**src/design/ascr_pkg.sv**
```systemverilog
// ----------------------------------------------------------------------------
// ascr_pkg: shared types and constants of the slide collision resolver
// Item and result structs, configuration register indexes, fixed widths,
// arena constants and the sequencer state type.
// ----------------------------------------------------------------------------
package ascr_pkg;

  // fixed field widths
  localparam int IDX_W  = 4;
  localparam int POS_W  = 16;
  localparam int HALF_W = 15;
  localparam int CNT_W  = 5;
  localparam int CFG_W  = 15;
  localparam int CFG_IDX_W = 2;

  // width of box edges at full precision (position +/- half, wall faces)
  localparam int EXT_W = 19;

  // width of a cell id, wide enough for the largest table
  localparam int SEL_W = 9;

  // table size default
  localparam int MAX_SUBJECTS_DEF = 16;

  // arena constants, Q8.8
  localparam int WALL_THICK  = 256;
  localparam int WALL_HEIGHT = 512;

  // configuration register indexes
  localparam logic [CFG_IDX_W-1:0] CFG_ACTIVE_COUNT = 2'd0;
  localparam logic [CFG_IDX_W-1:0] CFG_CUBE_HALF    = 2'd1;
  localparam logic [CFG_IDX_W-1:0] CFG_FLOOR_HALF   = 2'd2;

  // configuration reset values
  localparam logic [CNT_W-1:0]  ACTIVE_COUNT_RST = 5'd0;
  localparam logic [HALF_W-1:0] CUBE_HALF_RST    = 15'd128;
  localparam logic [HALF_W-1:0] FLOOR_HALF_RST   = 15'd2560;

  // command codes
  localparam logic CMD_LOAD = 1'b0;
  localparam logic CMD_MOVE = 1'b1;

  // one input item
  typedef struct packed {
    logic                    cmd;
    logic [IDX_W-1:0]        index;
    logic signed [POS_W-1:0] pos_x;
    logic signed [POS_W-1:0] pos_y;
    logic signed [POS_W-1:0] pos_z;
    logic signed [POS_W-1:0] prev_x;
    logic signed [POS_W-1:0] prev_z;
    logic                    alive;
  } item_t;

  // one result item
  typedef struct packed {
    logic [IDX_W-1:0]        mover;
    logic signed [POS_W-1:0] final_x;
    logic signed [POS_W-1:0] final_z;
    logic                    x_reverted;
    logic                    z_reverted;
    logic                    rejected;
  } result_t;

  // query broadcast to every cell
  typedef struct packed {
    logic signed [POS_W-1:0] x;
    logic signed [POS_W-1:0] y;
    logic signed [POS_W-1:0] z;
    logic [IDX_W-1:0]        mover;
    logic [HALF_W-1:0]       half;
    logic [CNT_W-1:0]        count;
  } query_t;

  // table write control broadcast to every cell
  typedef struct packed {
    logic                    load;
    logic                    move_wr;
    logic [IDX_W-1:0]        index;
    logic signed [POS_W-1:0] x;
    logic signed [POS_W-1:0] y;
    logic signed [POS_W-1:0] z;
    logic                    alive;
  } wr_ctl_t;

  // move sequencer states
  typedef enum logic [2:0] {
    ST_IDLE,
    ST_XCHK,
    ST_XRES,
    ST_ZCHK,
    ST_ZRES
  } state_t;

endpackage

```
**src/design/ascr_cell.sv**
```systemverilog
// ----------------------------------------------------------------------------
// ascr_cell: one subject entry of the table
// Holds position and alive flag, takes loads and move write-backs, and
// registers whether its cube overlaps the broadcast mover box.
// ----------------------------------------------------------------------------
module ascr_cell
  import ascr_pkg::*;
#(
  parameter int CELL_ID = 0
) (
  input  logic                    clk,
  input  logic                    rst,
  input  wr_ctl_t                 wr,
  input  query_t                  q,
  output logic                    hit,
  output logic signed [POS_W-1:0] y_sel
);

  localparam logic [SEL_W-1:0] ID = SEL_W'(CELL_ID);

  logic signed [POS_W-1:0] x;
  logic signed [POS_W-1:0] y;
  logic signed [POS_W-1:0] z;
  logic                    alive;

  logic                    wr_sel;
  logic                    is_mover;
  logic                    enabled;
  logic signed [EXT_W-1:0] dx;
  logic signed [EXT_W-1:0] dy;
  logic signed [EXT_W-1:0] dz;
  logic signed [EXT_W-1:0] edge2;
  logic                    overlap;

  assign wr_sel   = (ID == SEL_W'(wr.index));
  assign is_mover = (ID == SEL_W'(q.mover));

  // alive flag is control state, positions are payload
  always_ff @(posedge clk) begin
    if (rst) begin
      alive <= 1'b0;
    end else if (wr.load && wr_sel) begin
      alive <= wr.alive;
    end
  end

  always_ff @(posedge clk) begin
    if (wr.load && wr_sel) begin
      x <= wr.x;
      y <= wr.y;
      z <= wr.z;
    end else if (wr.move_wr && wr_sel) begin
      x <= wr.x;
      z <= wr.z;
    end
  end

  // strict overlap of two equal cubes: |delta| < 2*half on every axis
  always_comb begin
    edge2   = $signed({3'b000, q.half, 1'b0});
    dx      = EXT_W'(q.x) - EXT_W'(x);
    dy      = EXT_W'(q.y) - EXT_W'(y);
    dz      = EXT_W'(q.z) - EXT_W'(z);
    overlap = (dx < edge2) && (-dx < edge2) &&
              (dy < edge2) && (-dy < edge2) &&
              (dz < edge2) && (-dz < edge2);
    enabled = alive && !is_mover && (ID < SEL_W'(q.count));
  end

  always_ff @(posedge clk) begin
    if (rst) begin
      hit <= 1'b0;
    end else begin
      hit <= enabled && overlap;
    end
  end

  // mover's own height for the query
  assign y_sel = is_mover ? y : '0;

endmodule

```
**src/design/ascr_walls.sv**
```systemverilog
// ----------------------------------------------------------------------------
// ascr_walls: overlap test of the mover box against the four arena walls
// Walls are one unit thick and two units high, standing on the floor level
// of a cube resting at height zero.
// ----------------------------------------------------------------------------
module ascr_walls
  import ascr_pkg::*;
(
  input  query_t q,
  input  logic [HALF_W-1:0] floor_half,
  output logic              hit
);

  function automatic logic span_hit(input logic signed [EXT_W-1:0] alo,
                                    input logic signed [EXT_W-1:0] ahi,
                                    input logic signed [EXT_W-1:0] blo,
                                    input logic signed [EXT_W-1:0] bhi);
    span_hit = (alo < bhi) && (ahi > blo);
  endfunction

  logic signed [EXT_W-1:0] h;
  logic signed [EXT_W-1:0] f;
  logic signed [EXT_W-1:0] o;
  logic signed [EXT_W-1:0] bot;
  logic signed [EXT_W-1:0] top;
  logic signed [EXT_W-1:0] x_lo, x_hi, y_lo, y_hi, z_lo, z_hi;
  logic                    y_in;
  logic                    w_px, w_nx, w_pz, w_nz;

  always_comb begin
    // arena faces
    h   = $signed({4'b0000, q.half});
    f   = $signed({4'b0000, floor_half});
    o   = f + EXT_W'(WALL_THICK);
    bot = -h;
    top = bot + EXT_W'(WALL_HEIGHT);
    // mover box edges
    x_lo = EXT_W'(q.x) - h;
    x_hi = EXT_W'(q.x) + h;
    y_lo = EXT_W'(q.y) - h;
    y_hi = EXT_W'(q.y) + h;
    z_lo = EXT_W'(q.z) - h;
    z_hi = EXT_W'(q.z) + h;
    // all walls share the height range
    y_in = span_hit(y_lo, y_hi, bot, top);
    w_px = span_hit(x_lo, x_hi, f, o)   && span_hit(z_lo, z_hi, -o, o);
    w_nx = span_hit(x_lo, x_hi, -o, -f) && span_hit(z_lo, z_hi, -o, o);
    w_pz = span_hit(x_lo, x_hi, -f, f)  && span_hit(z_lo, z_hi, f, o);
    w_nz = span_hit(x_lo, x_hi, -f, f)  && span_hit(z_lo, z_hi, -o, -f);
    hit  = y_in && (w_px || w_nx || w_pz || w_nz);
  end

endmodule

```
**src/design/aabb_slide_collision_resolve_unit.sv**
```systemverilog
// ----------------------------------------------------------------------------
// aabb_slide_collision_resolve_unit: slide resolution of cube moves
// Keeps a row of subject cells and resolves a move one axis at a time
// against the arena walls and every other alive subject below active_count.
// ----------------------------------------------------------------------------
// Usage
//   An item is taken on a rising edge with start high and busy low. A load
//   item (cmd = 0) writes one table entry in that edge and gives no result;
//   busy stays low, so loads may follow every cycle. A move item (cmd = 1)
//   gives exactly one result: done is high for one cycle with result valid.
//   A rejected move (index not below active_count) shows its result in the
//   cycle after the accept and keeps busy low.
//   Any other move raises busy while the mover box is broadcast to
//   all cells, which register their hits, the hits are merged to settle x,
//   then the same two steps settle z. done and the result appear in the
//   same cycle that busy falls, when the next item can already be taken.
//   Configuration is written through cfg_we, cfg_index and cfg_data while
//   the unit is idle. Reset clears the alive flags, sets the config registers
//   to defaults and returns the sequencer to idle; positions stay undefined
//   until loaded. The receiver cannot stall: done is a one-cycle strobe.
// ----------------------------------------------------------------------------
module aabb_slide_collision_resolve_unit
  import ascr_pkg::*;
#(
  parameter int MAX_SUBJECTS = MAX_SUBJECTS_DEF
) (
  input  logic                 clk,
  input  logic                 rst,
  input  logic                 start,
  output logic                 busy,
  input  item_t                item,
  output logic                 done,
  output result_t              result,
  input  logic                 cfg_we,
  input  logic [CFG_IDX_W-1:0] cfg_index,
  input  logic [CFG_W-1:0]     cfg_data
);

  // configuration registers
  logic [CNT_W-1:0]  active_count;
  logic [HALF_W-1:0] cube_half;
  logic [HALF_W-1:0] floor_half;

  // sequencer
  state_t state;
  state_t state_next;

  // latched move
  logic [IDX_W-1:0]        mover_idx;
  logic signed [POS_W-1:0] mv_x;
  logic signed [POS_W-1:0] mv_z;
  logic signed [POS_W-1:0] prv_x;
  logic signed [POS_W-1:0] prv_z;
  logic signed [POS_W-1:0] mv_y;
  logic signed [POS_W-1:0] fx;
  logic                    xr;

  // control from the sequencer
  logic accept;
  logic accept_move;
  logic reject;
  logic latch_y;
  logic settle_x;
  logic settle_z;

  // datapath
  query_t                  q;
  wr_ctl_t                 wr;
  logic                    wall_hit_c;
  logic                    wall_hit;
  logic [MAX_SUBJECTS-1:0] cell_hit;
  logic signed [POS_W-1:0] cell_y [MAX_SUBJECTS];
  logic signed [POS_W-1:0] y_mux;
  logic                    blocked;
  logic signed [POS_W-1:0] fz;

  // configuration writes
  always_ff @(posedge clk) begin
    if (rst) begin
      active_count <= ACTIVE_COUNT_RST;
      cube_half    <= CUBE_HALF_RST;
      floor_half   <= FLOOR_HALF_RST;
    end else if (cfg_we) begin
      case (cfg_index)
        CFG_ACTIVE_COUNT: active_count <= cfg_data[CNT_W-1:0];
        CFG_CUBE_HALF:    cube_half    <= cfg_data[HALF_W-1:0];
        CFG_FLOOR_HALF:   floor_half   <= cfg_data[HALF_W-1:0];
        default: ;
      endcase
    end
  end

  // acceptance and reject check
  assign accept = start && !busy;
  assign reject = (SEL_W'(item.index) >= SEL_W'(active_count)) ||
                  (SEL_W'(item.index) >= SEL_W'(MAX_SUBJECTS));

  // state register
  always_ff @(posedge clk) begin
    if (rst) begin
      state <= ST_IDLE;
    end else begin
      state <= state_next;
    end
  end

  // next state and sequencer outputs
  always_comb begin
    state_next  = state;
    busy        = 1'b1;
    accept_move = 1'b0;
    latch_y     = 1'b0;
    settle_x    = 1'b0;
    settle_z    = 1'b0;
    case (state)
      ST_IDLE: begin
        busy = 1'b0;
        if (start && item.cmd == CMD_MOVE && !reject) begin
          accept_move = 1'b1;
          state_next  = ST_XCHK;
        end
      end
      ST_XCHK: begin
        latch_y    = 1'b1;
        state_next = ST_XRES;
      end
      ST_XRES: begin
        settle_x   = 1'b1;
        state_next = ST_ZCHK;
      end
      ST_ZCHK: begin
        state_next = ST_ZRES;
      end
      ST_ZRES: begin
        settle_z   = 1'b1;
        state_next = ST_IDLE;
      end
      default: begin
        state_next = ST_IDLE;
      end
    endcase
  end

  // query broadcast: moved x with previous z, then settled x with moved z
  always_comb begin
    q.mover = mover_idx;
    q.half  = cube_half;
    q.count = active_count;
    if (state == ST_XCHK || state == ST_XRES) begin
      q.x = mv_x;
      q.y = y_mux;
      q.z = prv_z;
    end else begin
      q.x = fx;
      q.y = mv_y;
      q.z = mv_z;
    end
  end

  // table writes: loads at accept, write-back at the end of a move
  always_comb begin
    wr.load    = accept && item.cmd == CMD_LOAD;
    wr.move_wr = settle_z;
    wr.alive   = item.alive;
    wr.y       = item.pos_y;
    if (settle_z) begin
      wr.index = mover_idx;
      wr.x     = fx;
      wr.z     = fz;
    end else begin
      wr.index = item.index;
      wr.x     = item.pos_x;
      wr.z     = item.pos_z;
    end
  end

  // row of subject cells
  for (genvar i = 0; i < MAX_SUBJECTS; i++) begin : g_cell
    ascr_cell #(
      .CELL_ID (i)
    ) u_cell (
      .clk   (clk),
      .rst   (rst),
      .wr    (wr),
      .q     (q),
      .hit   (cell_hit[i]),
      .y_sel (cell_y[i])
    );
  end

  // mover height: only the mover's cell drives a nonzero value
  always_comb begin
    y_mux = '0;
    for (int i = 0; i < MAX_SUBJECTS; i++) begin
      y_mux = y_mux | cell_y[i];
    end
  end

  // wall test, registered alongside the cell hits
  ascr_walls u_walls (
    .q          (q),
    .floor_half (floor_half),
    .hit        (wall_hit_c)
  );

  always_ff @(posedge clk) begin
    if (rst) begin
      wall_hit <= 1'b0;
    end else begin
      wall_hit <= wall_hit_c;
    end
  end

  // merge of registered hits
  assign blocked = wall_hit || (|cell_hit);
  assign fz      = blocked ? prv_z : mv_z;

  // move registers
  always_ff @(posedge clk) begin
    if (accept_move) begin
      mover_idx <= item.index;
      mv_x      <= item.pos_x;
      mv_z      <= item.pos_z;
      prv_x     <= item.prev_x;
      prv_z     <= item.prev_z;
    end
    if (latch_y) begin
      mv_y <= y_mux;
    end
    if (settle_x) begin
      fx <= blocked ? prv_x : mv_x;
      xr <= blocked;
    end
  end

  // result strobe
  always_ff @(posedge clk) begin
    if (rst) begin
      done <= 1'b0;
    end else begin
      done <= settle_z || (accept && item.cmd == CMD_MOVE && reject);
    end
  end

  always_ff @(posedge clk) begin
    if (settle_z) begin
      result.mover      <= mover_idx;
      result.final_x    <= fx;
      result.final_z    <= fz;
      result.x_reverted <= xr;
      result.z_reverted <= blocked;
      result.rejected   <= 1'b0;
    end else if (accept) begin
      result.mover      <= item.index;
      result.final_x    <= '0;
      result.final_z    <= '0;
      result.x_reverted <= 1'b0;
      result.z_reverted <= 1'b0;
      result.rejected   <= 1'b1;
    end
  end

endmodule

```
**config.mk**
```make
export PLATFORM = sky130hd
export DESIGN_NAME = aabb_slide_collision_resolve_unit
export DESIGN_NICKNAME = d
export VERILOG_FILES = /design/src/design/ascr_pkg.sv /design/src/design/ascr_cell.sv /design/src/design/ascr_walls.sv /design/src/design/aabb_slide_collision_resolve_unit.sv
export SDC_FILE = /design/constraint.sdc
export NUM_CORES = 2
export LEC_CHECK = 0
export BUFFER_PORTS_ARGS = -buffer_cell sky130_fd_sc_hd__buf_2
export CAP_MARGIN = 5
export CORE_MARGIN = 4
export CORE_UTILIZATION = 24
export DETAILED_ROUTE_END_ITERATION = 8
export PLACE_DENSITY = 0.4
export SLEW_MARGIN = 20
export SYNTH_ARGS = -nofsm -noshare
export SYNTH_HDL_FRONTEND = slang
export SYNTH_SLANG_ARGS = --single-unit
```
**constraint.sdc**
```tcl
create_clock -name clk -period 7.15 [get_ports clk]
set_input_delay 1.0725 -clock clk [delete_from_list [all_inputs] [get_ports clk]]
set_output_delay 1.0725 -clock clk [all_outputs]
set_load 0.01 [all_outputs]
```
==> results.yml <==
run_status:
  status: "finished clean"
route:
  num_vias: 105000
  drc: 0
  firstDrtPassIters: 6
  drt_iter0_drc: 8139
  wl_per_cell_um: 24.6
  wirelength_mm: 517
  ant_nets: 0
  vias_per_cell: 5.01
sta:
  hold_viol: 0
  tns_ns: 0
  rsz0062_at_grt: "yes"
  fin_ws_ns: 0.195
  timing.final.max_slew_violations: 0
  post-route-period-util_pct: 97.3
  period_minus_slack_ns: 6.96
  fmax_mhz: 144
  worstMarginPinSlew_ns: 1.18
  fin_skew_ns: 0.0845
  setup_viol: 0
  slew_headroom_pct: 20.5
place:
  placed_area_mm2: 0.134
  dp_slack_ns: -0.451
  finalWeightedCongestion: 0.947
  io_buffers: 147
  dpl.hpwl_mm: 388
global_route:
  grt_max_degree: 69
  antenna_found_initial: 90
  grt_use_total_pct: 19.5
  grt_overflow_total: 0
  grt_pass1_wl_mm: 733
  first_global_vias: 101000
power:
  irDropWorstVdd_uv: 157
  finalPower_mw: 31.0
  p_leak_nw: 57.4
  powerDensity_mw_per_mm2: 221
yosys:
  synth_compound_area_share_pct: 20.1
  syn_nets: 16100
  synthesis.instances: 13500
  synth_fa_ha_area_share_pct: 26.4
  synth-seq-cells: 980
  synth_top_family_by_area: "adder cells"
  synthMuxAreaShare_pct: 0.972
  yosysSeqAreaShare_pct: 23.9
  async_reset_ff_share_pct: 0
  avgSynthCellArea_um2: 8.92
  synth_cell_types: 96
  yosys.area_share.simple_pct: 15.8
  synth_xor_area_share_pct: 8.98
  yosysWarningCount: 0
  syn_area_mm2: 0.120
  synth_flop_cell: "edfxtp_1"
  synth_edf_count: 907
floorplan:
  top_level_ports: 148
  dieHeight_um: 716
  die_w_um: 716
  coreArea_mm2: 0.498
  num_rows: 259
  start_util_pct: 24.1
  dieArea_mm2: 0.513
setup_path:
  worst_setup_path_end_kind: "register"
  cp.required_ns: 7.89
  crit_type: "register to register"
  worst_path_max_delay_cell: "or4_1"
  arrival_ns: 7.69
  timing.critical_path.fanout_max: 14
  max_stage_delay_ns: 0.60
  rrSetupSlack_ns: 0.19
  worst_setup_path_start_kind: "register"
clocking:
  path_clk_slew_ns: 0.06
  cts_sinks: 980
  cts.path.max_buffers: 4
  clock_latency_ns: 0.90
  cts_tree: "done"
  htree_levels: 4
  cts_root_buf: "clkbuf_16"
  numCtsBuffers: 151
finish:
  syn_to_final_growth_pct: 16.7
  postLayoutCellArea_mm2: 0.140
  final_util_pct: 28.2
  drive_above_1_share_pct: 10.2
  fin_nets: 16900
  fill_cells: 53400
run:
  maxCapViolations: 0
worst_hold_path:
  hp-class: "primary input to register"
power breakdown:
group / total, mW / internal (mW) / switching, mW / leakage, nW
Clock: 7.80 / 4.52 / 3.28 / 2.42
Sequential: 6.45 / 6.37 / 0.0775 / 8.81
Combinational: 16.7 / 6.98 / 9.75 / 46.1
flip-flops by register name, indices dropped and copies added, names as in the netlist:
| register | flops |
|---|---|
| fx | 16 |
| g_cell.u_cell.alive | 16 |
| result | 39 |
| mover_idx | 4 |
| g_cell.u_cell.x | 256 |
| g_cell.u_cell.hit | 16 |
| prv_x | 16 |
| wall_hit | 1 |
| g_cell.u_cell.y | 256 |
| cube_half | 15 |
| g_cell.u_cell.z | 256 |
| floor_half | 15 |
| mv_x | 16 |
| prv_z | 16 |
| done | 1 |
| xr | 1 |
| mv_y | 16 |
| active_count | 5 |
| mv_z | 16 |
| state | 3 |
cell usage in the layout (no fill, tap or decap), drive strengths merged, types with 76 or more instances in the layout:
cell	count
a21o	391
nand2b	201
o21ai	717
o211ai	95
nor4	116
ha	2449
a31oi	104
or2	120
nand3	282
inv	1135
a2111oi	76
a21oi	916
a21boi	80
and3	97
clkbuf	176
o2111ai	78
edfxtp	907
xnor2	774
nor2	1033
nand2	606
or3	124
o31a	93
nor3	406
nor2b	337
nand4	118
a211oi	121
a22oi	79
o21a	333
buf	777
xor2	459
worst paths after layout:
| path | start | to | depth (start not counted) |
|---|---|---|---|
| setup / recovery | mover_idx[0] | g_cell[7].u_cell.hit | 29 |
| hold / removal | item[22] | prv_x[5] | 1 |
| setup reg to reg | mover_idx[0] | g_cell[7].u_cell.hit | 29 |
| hold reg to reg | result[0] | result[0] | 2 |
stage by stage:
stage                     std cells  hold slack (ns)
after CTS                     21000            0.263
final                         21100            0.361
after global routing          21000            0.301
after floorplan               13500            0.448
after detailed placement      20800            0.451
after global placement        20700            0.453
cell type report:
class / instances / area (um2) / share of cell area, %
Multi-Input combinational cell: 11200 / 88100 / 62.7
Sequential cell: 980 / 28700 / 20.4
Tap cell: 6655 / 8330 / 5.93
Timing Repair Buffer: 777 / 5980 / 4.26
Inverter: 1125 / 4330 / 3.08
Clock buffer: 176 / 3970 / 2.82
Clock inverter: 92 / 1020 / 0.730
Antenna cell: 16 / 40.0 / 0.0285
timing repair:
action	in CTS	in global routing
setup endpoints to repair	12	17
endpoints found under the hold margin	0	0
setup buffers	2	19
gates resized for setup	18	165
pin swaps	1	25
hold buffers	0	0
logic make-up (layout without fill, tap and decap cells):
group / Yosys count / in the layout
compound gates: 3643 / 3643
xor+xnor: 1233 / 1233
fa+ha+maj: 2503 / 2503
buf+inv: 1274 / 2170
flops: 980 / 980
mux: 109 / 109
other cells: 0 / 16
simple gates: 3748 / 3748
synth_stat cells, types with 78 or more instances:
library cell,count,area share (%)
ha_1,2449,25
inv_1,1125,3.5
nor2_1,1033,3.2
a21oi_1,916,3.8
edfxtp_1,907,23
xnor2_1,773,5.6
o21ai_0,680,2.8
nand2_1,606,1.9
xor2_1,459,3.3
nor3_1,406,1.7
a21o_1,391,2.4
nor2b_1,336,1.7
o21a_1,333,2.1
nand3_1,282,1.2
nand2b_1,201,1.0
clkbuf_1,140,0.44
or3_1,124,0.64
a211oi_1,120,0.75
nand4_1,118,0.61
nor4_1,116,0.60
or2_2,113,0.59
a31oi_1,103,0.54
and3_1,97,0.50
o211ai_1,95,0.59
o31a_1,93,0.68
a22oi_1,79,0.49
o2111ai_1,78,0.57
worst max-delay path: cells and delay by family (launching register included):
kind / cells / cell delay [ns]
AO/OA/AOI/OAI: 9 / 1.82
XOR/XNOR: 2 / 0.28
adder cells (fa/ha/maj): 2 / 0.50
buffers and inverters: 4 / 0.84
flip-flops: 1 / 0.49
multiplexers: 2 / 0.60
AND/OR/NAND/NOR: 10 / 2.25
routing by layer:
| layer | global-route usage [%] | up-vias | share of wire (%) |
|---|---|---|---|
| met2 | 32.2 | 2378 | 45 |
| li1 | - | 51800 | - |
| met3 | 1.87 | 514 | 4.2 |
| met4 | 5.17 | 12 | 3.0 |
| met5 | 0 | - | 0.013 |
| met1 | 27.1 | 50700 | 48 |
Power figures use the tool's default switching activity.
